<file path="config.mk">
export PLATFORM = sky130hd
export DESIGN_NAME = bpa_ctrl
export DESIGN_NICKNAME = d
export VERILOG_FILES = /design/src/hw/rtl/bpa_pkg.sv /design/src/hw/rtl/bpa_ctrl.sv
export SDC_FILE = /design/constraint.sdc
export NUM_CORES = 1
export LEC_CHECK = 0
export ABC_AREA = 1
export BUFFER_PORTS_ARGS = -buffer_cell sky130_fd_sc_hd__clkbuf_2
export CAP_MARGIN = 20
export CORE_AREA = 3 3 40 42
export DETAILED_ROUTE_END_ITERATION = 12
export DIE_AREA = 0 0 43 45
export GPL_TIMING_DRIVEN = 1
export PLACE_DENSITY = 0.55
export SKIP_CTS_REPAIR_TIMING = 1
export SLEW_MARGIN = 10
export SYNTH_ARGS = -nofsm -noshare
export SYNTH_HDL_FRONTEND = slang
export SYNTH_SLANG_ARGS = --single-unit
</file>
<file path="constraint.sdc">
create_clock -name clk -period 1.12 [get_ports clk]
set_input_delay 0.224 -clock clk [delete_from_list [all_inputs] [get_ports clk]]
set_output_delay 0.224 -clock clk [all_outputs]
set_load 0.03 [all_outputs]
</file>
<file path="src/hw/rtl/bpa_pkg.sv">
// shared types, constants and helper functions for the two-pool bitmap page allocator
package bpa_pkg;

    // default pool geometry
    localparam int LOW_POOL_WORDS_DEF        = 20;
    localparam int DMA_POOL_WORDS_DEF        = 512;
    localparam int DMA_FIRST_SEARCH_WORD_DEF = 3;

    // bitmap and address layout
    localparam int MAP_W       = 64;
    localparam int BIT_IDX_W   = 6;
    localparam int ADDR_W      = 32;
    localparam int PAGE_ADDR_W = 28;
    localparam int PAGE_SHIFT  = 12;
    localparam int WORD_SHIFT  = 18;
    localparam int WORD_IDX_W  = ADDR_W - WORD_SHIFT;

    localparam logic [ADDR_W-1:0] DMA_BASE      = 32'h0010_0000;
    localparam logic [MAP_W-1:0]  LOW_WORD0_RST = ~64'hF;

    // request codes
    localparam logic OP_ALLOC  = 1'b0;
    localparam logic OP_FREE   = 1'b1;
    localparam logic POOL_LOW  = 1'b0;
    localparam logic POOL_DMA  = 1'b1;

    typedef enum logic [2:0] {
        S_CLEAR,
        S_IDLE,
        S_LOOK,
        S_STEP,
        S_UPDATE,
        S_DONE
    } state_t;

    typedef struct packed {
        logic clear;
        logic capture;
        logic look;
        logic step;
        logic update;
        logic load_out;
    } dp_cmd_t;

    typedef struct packed {
        logic clear_last;
        logic dma_alloc;
    } dp_status_t;

    // index of the lowest set bit, 0 for an all-zero word
    function automatic logic [BIT_IDX_W-1:0] first_set64(input logic [MAP_W-1:0] v);
        logic [BIT_IDX_W-1:0] idx;
        idx = '0;
        for (int i = MAP_W - 1; i >= 0; i--)
        begin
            if (v[i])
            begin
                idx = BIT_IDX_W'(i);
            end
        end
        return idx;
    endfunction

endpackage

</file>
<file path="src/hw/rtl/bpa_ctrl.sv">
// sequencing state machine of the page allocator
module bpa_ctrl (
    input  logic                 clk,
    input  logic                 rst_n,
    input  logic                 in_valid,
    output logic                 in_ready,
    output logic                 out_valid,
    input  logic                 out_ready,
    input  bpa_pkg::dp_status_t  status,
    output bpa_pkg::dp_cmd_t     cmd
);

    import bpa_pkg::*;

    state_t state_reg;
    state_t state_next;
    logic   out_valid_reg;
    logic   out_valid_next;
    logic   slot_free;

    assign slot_free = !out_valid_reg || out_ready;

    // next state
    always_comb
    begin
        state_next = state_reg;
        case (state_reg)
            S_CLEAR:
            begin
                if (status.clear_last)
                begin
                    state_next = S_IDLE;
                end
            end
            S_IDLE:
            begin
                if (in_valid)
                begin
                    state_next = S_LOOK;
                end
            end
            S_LOOK:
            begin
                state_next = status.dma_alloc ? S_STEP : S_UPDATE;
            end
            S_STEP:
            begin
                state_next = S_UPDATE;
            end
            S_UPDATE:
            begin
                state_next = S_DONE;
            end
            S_DONE:
            begin
                if (slot_free)
                begin
                    state_next = S_IDLE;
                end
            end
            default:
            begin
                state_next = S_CLEAR;
            end
        endcase
    end

    // outputs
    always_comb
    begin
        cmd      = '0;
        in_ready = 1'b0;
        case (state_reg)
            S_CLEAR:
            begin
                cmd.clear = 1'b1;
            end
            S_IDLE:
            begin
                in_ready    = 1'b1;
                cmd.capture = in_valid;
            end
            S_LOOK:
            begin
                cmd.look = 1'b1;
            end
            S_STEP:
            begin
                cmd.step = 1'b1;
            end
            S_UPDATE:
            begin
                cmd.update = 1'b1;
            end
            S_DONE:
            begin
                cmd.load_out = slot_free;
            end
            default:
            begin
                cmd = '0;
            end
        endcase
    end

    always_comb
    begin
        out_valid_next = out_valid_reg;
        if (cmd.load_out)
        begin
            out_valid_next = 1'b1;
        end
        else if (out_ready)
        begin
            out_valid_next = 1'b0;
        end
    end

    always_ff @(posedge clk or negedge rst_n)
    begin
        if (!rst_n)
        begin
            state_reg     <= S_CLEAR;
            out_valid_reg <= 1'b0;
        end
        else
        begin
            state_reg     <= state_next;
            out_valid_reg <= out_valid_next;
        end
    end

    assign out_valid = out_valid_reg;

    // a result word is never overwritten before it is taken
    a_no_overwrite: assert property (@(posedge clk) disable iff (!rst_n)
        (out_valid_reg && !out_ready) |=> out_valid_reg)
        else $error("result word dropped");

    // no request is taken before the clearing pass ends
    a_clear_first: assert property (@(posedge clk) disable iff (!rst_n)
        (state_reg == S_CLEAR) |-> !in_ready)
        else $error("request accepted during clearing pass");

    // a dma allocation always passes through the group lookup step
    a_step_path: assert property (@(posedge clk) disable iff (!rst_n)
        (state_reg == S_UPDATE && status.dma_alloc) |-> $past(state_reg) == S_STEP)
        else $error("dma allocation skipped group lookup");

endmodule

</file>
### Yosys cells after proc, flatten, opt, wreduce, memory -nomap -nowiden

Index checks and enable logic that the tools add are counted.

| word-level totals | value |
|---|---|
| register bits after elaboration | 4 |
| input bits | 6 |

| operators by class | value |
|---|---|
| equal/unequal tests | 8 |
| multiplexer cells | 14 |
| reductions and logical operators | 5 |

Operators by type and width:

| operator | count |
|---|---|
| case mux 3 bit (6 select lines) | 1 |
| two-way mux 3 bit | 4 |
| two-way mux 1 bit | 9 |
| == test 3 x 2 -> 1 bit, second input constant | 2 |
| == test 3 bit, second input constant | 2 |
| != test 2 bit, second input constant | 3 |
| == test 3 x 1 -> 1 bit, second input constant | 1 |
| logical NOT 3 bit | 1 |
| AND reduction 3 bit | 1 |
| nonzero test 2 bit | 1 |
| logical NOT 1 bit | 1 |
| logical OR 1 bit | 1 |

### Logic depth before layout (Yosys ltp)

Gate-level depths: netlist of run 1.

| logic depth | value |
|---|---|
| word-level depth | 4 |
| gate-level depth with buffers | 6 |
| mapped depth without buffers | 6 |

### Worst setup path after synthesis of run 1

No wires, ideal clock.

| path | value |
|---|---|
| path type | register to output |
| start | reg state_reg[2] |
| end | out cmd[4] (netlist bit) |
| arrival | 1388 ps |
| data required time | 896 ps |
| slack | -492 ps |
| stages on the path, launching flop included | 6 |
| cell sequence | dfrtp_1 > inv_2 > nand2_2 > nor2_2 > inv_1 > nor2_1 |

RTL lines:

| element | line | text |
|---|---|---|
| start: declaration | bpa_ctrl.sv:15 | `state_t state_reg;` |
| start signal: assignment | bpa_ctrl.sv:128 | `state_reg <= state_next;` |
| end: declaration | bpa_ctrl.sv:10 | `output bpa_pkg::dp_cmd_t cmd` |

==> metrics.cfg, run 1 <==
[route]
drt_iter0_markers = 2
routed_wl_um = 726
drc_errors = 0
ant_nets = 0
firstDrtPassIters = 3
wl_per_cell_um = 8.75
via_per_inst = 4.11
via_count = 341

[worst_setup_path]
critical_path_class = flop to primary output
critPathRequiredTime_ps = 900
r2r_end = state_reg[1]
critPathLaunchType = flop
reg2regPathDepth = 7
crit_arrival_ps = 1130
r2r-start = state_reg[1]
cp_max_fo = 4
cp-end-kind = primary output
worst-r2r-setup-slack_ps = -40

[flow_run]
max_cap_violations = 0

[grt]
grt_max_degree = 5
first_global_vias = 291
grt_pass1_wl_mm = 1.12
antenna_found_initial = 0
grtUsageTotal_pct = 8.26
grt_overflow = 0

[synthesis]
synth_cell_types = 13
synth_warnings = 0
synth_seq_cells = 4
yosysTopAreaCell = dfrtp_1
synth_top_family_by_area = simple AND/OR/NAND/NOR gates
postSynthAreaPerCell_sq_um = 6.63
synth_fa_ha_area_share_pct = 0
syn_nets = 49
synth_area_leaders = dfrtp_1, nand2_1, nor2_2
synthXorXnorAreaFrac_pct = 0
synthSimpleGateAreaFrac_pct = 41.7
synth-compound-area-share_pct = 8.77
synthMuxAreaShare_pct = 0
synth_top_area_share_pct = 35.1
synth_cells = 43
syn-cell-area_sq_um = 285
yosysSeqAreaShare_pct = 35.1

[power]
leakagePower_nw = 0.297
power_density_nw_per_um2 = 3040
ir_worst_vdd_uv = 1580
total_power_mw = 1.73

[timing]
maxSlewViolCount = 0
fmax_mhz = 741
hold_viol = 0
layout_min_cycle_time_ps = 1350
skew_ps = 2.81
period_share_pct = 120
finalSetupViolCount = 9
slew_headroom_pct = 88.7
tightest_slew_ps = 169
setup_ws_ps = -229
finalHoldWorstSlack_ps = 298
grt_setup_unrepaired = yes

[final_layout]
post-route-util_pct = 44.4
antenna_cells = 0
synthToLayoutAreaGrowth_pct = 100
largest_register_ffs = 3
layout-drive-gt1-share_pct = 69.1
finalNetCount = 76

[placed_design]
dp_hpwl_um = 566
gp_congestion = 0.650
io_buffers = 13

[worst_hold_path]
whs_path_depth = 3
min-delay-path-class = input port to flop
hold_end = state_reg[1]
hp-start = status[0]

[floorplan]
fp-row-count = 13
dieWidth_um = 43
core-area_sq_um = 1280
fp.dieH_um = 45
start_util_pct = 22.2
die-area_sq_um = 1940
num_io_pins = 14

[clocking]
cts-root-buf = clkbuf_4
cts_tree = done
path_clk_slew_ps = 40
cts_buffer_depth = 2
htreeDepth = 1
clock-sinks = 4
clock_latency_ps = 240
cts_made_buffers = 3

[run_status]
status = complete, but fails checks
violations = negative setup slack

==> worst max-delay path by stage <==
stage	startpoint	to	slack [ps]	cells after the start
floorplan	state_reg[2]	cmd[4]	-190	5
global placement	state_reg[2]	cmd[4]	-40	6
detailed placement	state_reg[2]	cmd[4]	-40	6
CTS	state_reg[2]	cmd[4]	-310	6
global route	state_reg[2]	cmd[4]	-300	6
finish	state_reg[1]	cmd[0]	-230	4
==> layout by cell type, fill, tap and decap left out, types with 3 or more instances in the layout <==
master / netlist / final
nor2_4: 0 / 5
clkbuf_2: 0 / 6
inv_1: 6 / 3
buf_4: 1 / 8
nand2_1: 10 / 9
inv_2: 2 / 4
buf_6: 0 / 8
clkbuf_4: 0 / 3
==> metrics by stage <==
step	cell area (sq um)	setup TNS [ps]	instances	setup WS [ps]
after CTS	458	-2130	81	-307
after floorplan	299	-249	43	-187
after global placement	435	-209	78	-35.7
after detailed placement	435	-284	78	-43.8
after global routing	571	-2110	83	-304
final	571	-1500	83	-229
==> cell usage after synthesis <==
master    number
inv_2          2
a21oi_1        4
buf_4          1
nand3_1        1
dfrtp_1        4
nand3_2        2
nor2_1         5
inv_1          6
o21ai_1        1
clkinv_1       1
nand2_1       10
nor2_2         4
nand2_2        2
==> metal layers <==
layer	part of all wire [%]	global-route usage [%]	up-vias
met2	53	12.3	8
met4	2.2	7.23	0
met3	5.0	3.59	3
met1	40	8.98	152
li1	-	-	178
met5	0	0	-
==> report_power, final <==
part	switching (mW)	internal (mW)
logic	0.676	0.565
clock network	0.0634	0.120
registers	0.0926	0.215
total	0.832	0.900
==> critical path, cell delays in order, from the launching register on <==
cell	delay, ps
dfrtp_2	450
inv_4	110
nand3_4	70
a21oi_2	110
buf_6	140
==> kinds of logic (layout without fill, tap and decap cells) <==
group                  after synthesis  in the layout
buffers and inverters               10             35
AO/OA/AOI/OAI                        5              5
flip-flops                           4              4
AND/OR/NAND/NOR                     24             24
==> layout make-up <==
| type | instances | area [sq um] |
|---|---|---|
| Tap cell | 15 | 18.8 |
| Multi-Input combinational cell | 29 | 199 |
| Sequential cell | 4 | 103 |
| Inverter | 9 | 37.5 |
| Timing Repair Buffer | 23 | 190 |
| Clock buffer | 3 | 22.5 |
| Fill cell | 120 | 714 |
(Power assumes the default switching activity.)
==> run 2: changes to the inputs <==
- RECOVER_POWER: default -> 100
==> run 2 against run 1 <==
Against the previous run: the flow still finishes with violations (negative setup slack); sequential cell count is the same; critical path type unchanged; critical endpoint unchanged; global-route usage stayed put; utilization shrank 0.097 points; worst hold slack about the same; critical path depth is the same; cell area is 0.22% lower; power is 0.14% lower; die area unchanged.
==> metrics.cfg, run 2 (synthesized netlist as in run 1, its figures left out) <==
[placed_design]
io_buffers = 13
placed_area_sq_um = 435
gp_congestion = 0.650
dp.cells = 78
pre_cts_slack_ps = -43.8
dp_hpwl_um = 566

[floorplan]
start_util_pct = 22.2
die-area_sq_um = 1940
fp.dieH_um = 45
num_io_pins = 14
fp-row-count = 13
dieWidth_um = 43
core-area_sq_um = 1280

[run_status]
status = complete, but fails checks
violations = negative setup slack

[final_layout]
final_cell_mix = nand2_1, buf_6, buf_4
layout.cells.non_filler = 83
final_common_cell = nand2_1
post-route-util_pct = 44.3
finalNetCount = 76
seqCellArea_sq_um = 103
final_area_sq_um = 569
layout-drive-gt1-share_pct = 67.6
nFillCells = 121
multi_input_area_sq_um = 199
synthToLayoutAreaGrowth_pct = 99.6
antenna_cells = 0
largest_register_ffs = 3

[route]
ant_nets = 0
wl_per_cell_um = 8.75
via_per_inst = 4.11
via_count = 341
firstDrtPassIters = 3
drc_errors = 0
drt_iter0_markers = 2
routed_wl_um = 726

[timing]
hold_viol = 0
setup_ws_ps = -230
grt_setup_unrepaired = yes
skew_ps = 1.77
finalSetupViolCount = 9
tightest_slew_ps = 208
layout_min_cycle_time_ps = 1350
maxSlewViolCount = 0
slew_headroom_pct = 86.1
period_share_pct = 121
fmax_mhz = 741

[worst_hold_path]
min-delay-path-class = input port to flop

[grt]
grtUsageTotal_pct = 8.26
grt_max_degree = 5
grt_pass1_wl_mm = 1.12
first_global_vias = 291
grt_overflow = 0
antenna_found_initial = 0

[worst_setup_path]
cp-end-kind = primary output
critPathLaunchType = flop
critical_path_class = flop to primary output
cp_max_fo = 4
critPathRequiredTime_ps = 900
crit_arrival_ps = 1130

[flow_run]
max_cap_violations = 0

[clocking]
path_clk_slew_ps = 40
cts-root-buf = clkbuf_4
clock_latency_ps = 240
cts_made_buffers = 3
clock-sinks = 4
htreeDepth = 1
cts_buffer_depth = 2
cts_tree = done

[power]
leakagePower_nw = 0.294
ir_worst_vdd_uv = 1580
power_density_nw_per_um2 = 3040
total_power_mw = 1.73

==> run 2: cell counts in the layout (fill, tap and decap cells not counted) <==
Identical to the previous run, type by type.
==> run 2: cell type report <==
type,instances,share of cell area (%)
clock buffer,3,3.96
inverter,9,6.59
multi-input combinational,29,34.9
sequential,4,18.0
tap,15,3.30
timing repair buffer,23,33.2
==> run 2: critical path, stage by stage, from the launching register on <==
cell and delay, ps:
dfrtp_2 450, inv_4 110, nand3_4 70, a21oi_2 110, buf_6 140
==> run 2: path summary, 6_finish.rpt <==
| kind | cells after the start | startpoint | slack (ps) | to |
|---|---|---|---|---|
| min reg2reg | 2 | out_valid | 620 | out_valid |
| min in group asynchronous | 2 | rst_n | 350 | out_valid |
| min | 3 | status[0] | 300 | state_reg[1] |
| max | 4 | state_reg[1] | -230 | cmd[0] |
| max in group asynchronous | 2 | rst_n | 570 | state_reg[1] |
| max reg2reg | 7 | state_reg[1] | -40 | state_reg[1] |
==> run 2: per-stage QoR <==
stage	TNS, ps	hold WS, ps
6_report	-1500	298
3_5_place_dp	-284	35.3
5_1_grt	-2110	326
3_3_place_gp	-209	32.3
2_1_floorplan	-249	-71.6
4_1_cts	-2130	-222
==> run 2: power breakdown <==
| part | internal [mW] | switching (mW) |
|---|---|---|
| logic | 0.565 | 0.675 |
| registers | 0.215 | 0.0929 |
| clock network | 0.120 | 0.0622 |
==> run 2: metal layers <==
metal	GRT usage, %	vias to the layer above	wire length (um)	share of wire, %
met5	0	-	0	0
li1	-	177	-	-
met1	8.98	153	286	39
met2	12.3	8	383	53
met4	7.23	0	20	2.8
met3	3.59	3	35	4.8
==> run 3: changes to the inputs <==
- CORE_AREA: 3 3 40 42 -> 2 2 39 41
- DIE_AREA: 0 0 43 45 -> 0 0 41 43
==> run 3 against run 2 <==
Against the previous run: the flow still finishes with violations (negative setup slack); global-route usage is 2.4 points higher; first-iteration DRC count shrank 50%; via count fell by 2.3%; clock skew fell by 1.3 ps; die area shrank 8.9%; critical path depth grew 2; clock power about the same; fmax decreased by 2.4%; utilization down 7.4 points; critical endpoint is now cmd[4]; largest cell class unchanged; highest routed layer unchanged.
==> metrics.cfg, run 3 (synthesized netlist as in run 1, its figures left out) <==
[run_status]
status = complete, but fails checks
violations = negative setup slack

[timing]
skew_ps = 0.454
hold_viol = 0
tightest_slew_ps = 214
finalHoldWorstSlack_ps = 291
grt_setup_unrepaired = yes
setup_ws_ps = -262
finalSetupViolCount = 9
layout_min_cycle_time_ps = 1380
period_share_pct = 123
fmax_mhz = 723
slew_headroom_pct = 85.7
tns_ps = -1580
maxSlewViolCount = 0

[final_layout]
nFillCells = 158
antenna_cells = 0
finalNetCount = 74
multi_input_area_sq_um = 175
layout-drive-gt1-share_pct = 57.6
synthToLayoutAreaGrowth_pct = 78.9
final_common_cell = nand2_1
largest_register_ffs = 3
seqCellArea_sq_um = 100
final_cell_mix = nand2_1, clkbuf_2, buf_4
post-route-util_pct = 36.9

[clocking]
cts_buffer_depth = 2
path_clk_slew_ps = 40
cts-root-buf = clkbuf_4
htreeDepth = 1
clock-sinks = 4
clock_latency_ps = 240
cts_tree = done
cts_made_buffers = 3

[worst_setup_path]
cp_max_fo = 3
critPathRequiredTime_ps = 900
cp-end-kind = primary output
r2r_end = state_reg[0]
critPathLaunchType = flop
critical_path_class = flop to primary output
crit_chain = inv_2 -> nand2_2 -> nor2_4 -> inv_2 -> nor2_4 -> buf_6
reg2regPathDepth = 7
r2r-start = state_reg[1]
crit_arrival_ps = 1160
crit_path_max_incr_delay_ps = 390
cp_slowest_cell = dfrtp_1
worst-r2r-setup-slack_ps = -20

[route]
via_count = 333
drt_iter0_markers = 1
wl_met1_um = 236
met2_length_um = 512
topRoutingLayerUsed = met4
ant_nets = 0
routed_wl_um = 773
firstDrtPassIters = 2
via_per_inst = 4.06
wl_met3_um = 10
wl_per_cell_um = 9.43
drc_errors = 0

[placed_design]
gp_congestion = 0.724
dp_hpwl_um = 601
io_buffers = 13

[worst_hold_path]
hold_end = state_reg[1]
whs_path_depth = 3
hp-start = status[0]
min-delay-path-class = input port to flop

[floorplan]
fp-row-count = 14
dieWidth_um = 41
num_io_pins = 14
core-area_sq_um = 1380
die-area_sq_um = 1760
start_util_pct = 20.6
fp.dieH_um = 43

[power]
total_power_mw = 1.52
power_density_nw_per_um2 = 2980
leakagePower_nw = 0.280
ir_worst_vdd_uv = 1040

[grt]
first_global_vias = 321
grtUsageTotal_pct = 10.7
grt_max_degree = 5
grt_pass1_wl_mm = 1.17
grt_overflow = 0
antenna_found_initial = 0

[flow_run]
max_cap_violations = 0

[run 3: worst max-delay path, delay by kind of cell (launching register included)]
| family | cells | cell delay, ps |
|---|---|---|
| buffers and inverters | 3 | 260 |
| flip-flops | 1 | 390 |
| AND/OR/NAND/NOR | 3 | 260 |
[run 3: cell type report]
type,count,share of cell area (%)
multi-input cells,29,34.3
repair buffers,21,30.9
flip-flops and latches,4,19.6
inverters,9,6.86
clock buffers,3,4.41
well taps,16,3.92
[run 3: how the worst max path moves through the flow]
| stage | startpoint | end | cells after the start | slack [ps] |
|---|---|---|---|---|
| 5_1_grt | state_reg[2] | cmd[4] | 6 | -320 |
| 3_5_place_dp | state_reg[2] | cmd[2] | 5 | -100 |
| 6_report | state_reg[2] | cmd[4] | 6 | -260 |
| 3_3_place_gp | state_reg[2] | cmd[2] | 5 | -90 |
| 4_1_cts | state_reg[2] | cmd[4] | 6 | -360 |
| 2_1_floorplan | state_reg[2] | cmd[4] | 5 | -190 |
[run 3: per-layer routing]
metal / global-route usage, % / up-vias
met1: 8.12 / 151
met3: 1.57 / 2
met2: 18.8 / 3
met5: 0 / -
met4: 12.0 / 0
li1: - / 177
[run 3: per-stage QoR]
stage | instances | worst slack, ps | area, sq um
final | 82 | -262 | 510
after global routing | 82 | -322 | 510
after CTS | 79 | -363 | 437
after detailed placement | 76 | -98.0 | 414
after global placement | 76 | -93.7 | 414
after floorplan | 43 | -187 | 299
[run 3: report_power, final]
| group | switching [mW] | leakage (nW) | internal [mW] |
|---|---|---|---|
| clock | 0.0634 | 0.0138 | 0.120 |
| sequential | 0.0731 | 0.0513 | 0.208 |
| combinational | 0.625 | 0.215 | 0.430 |
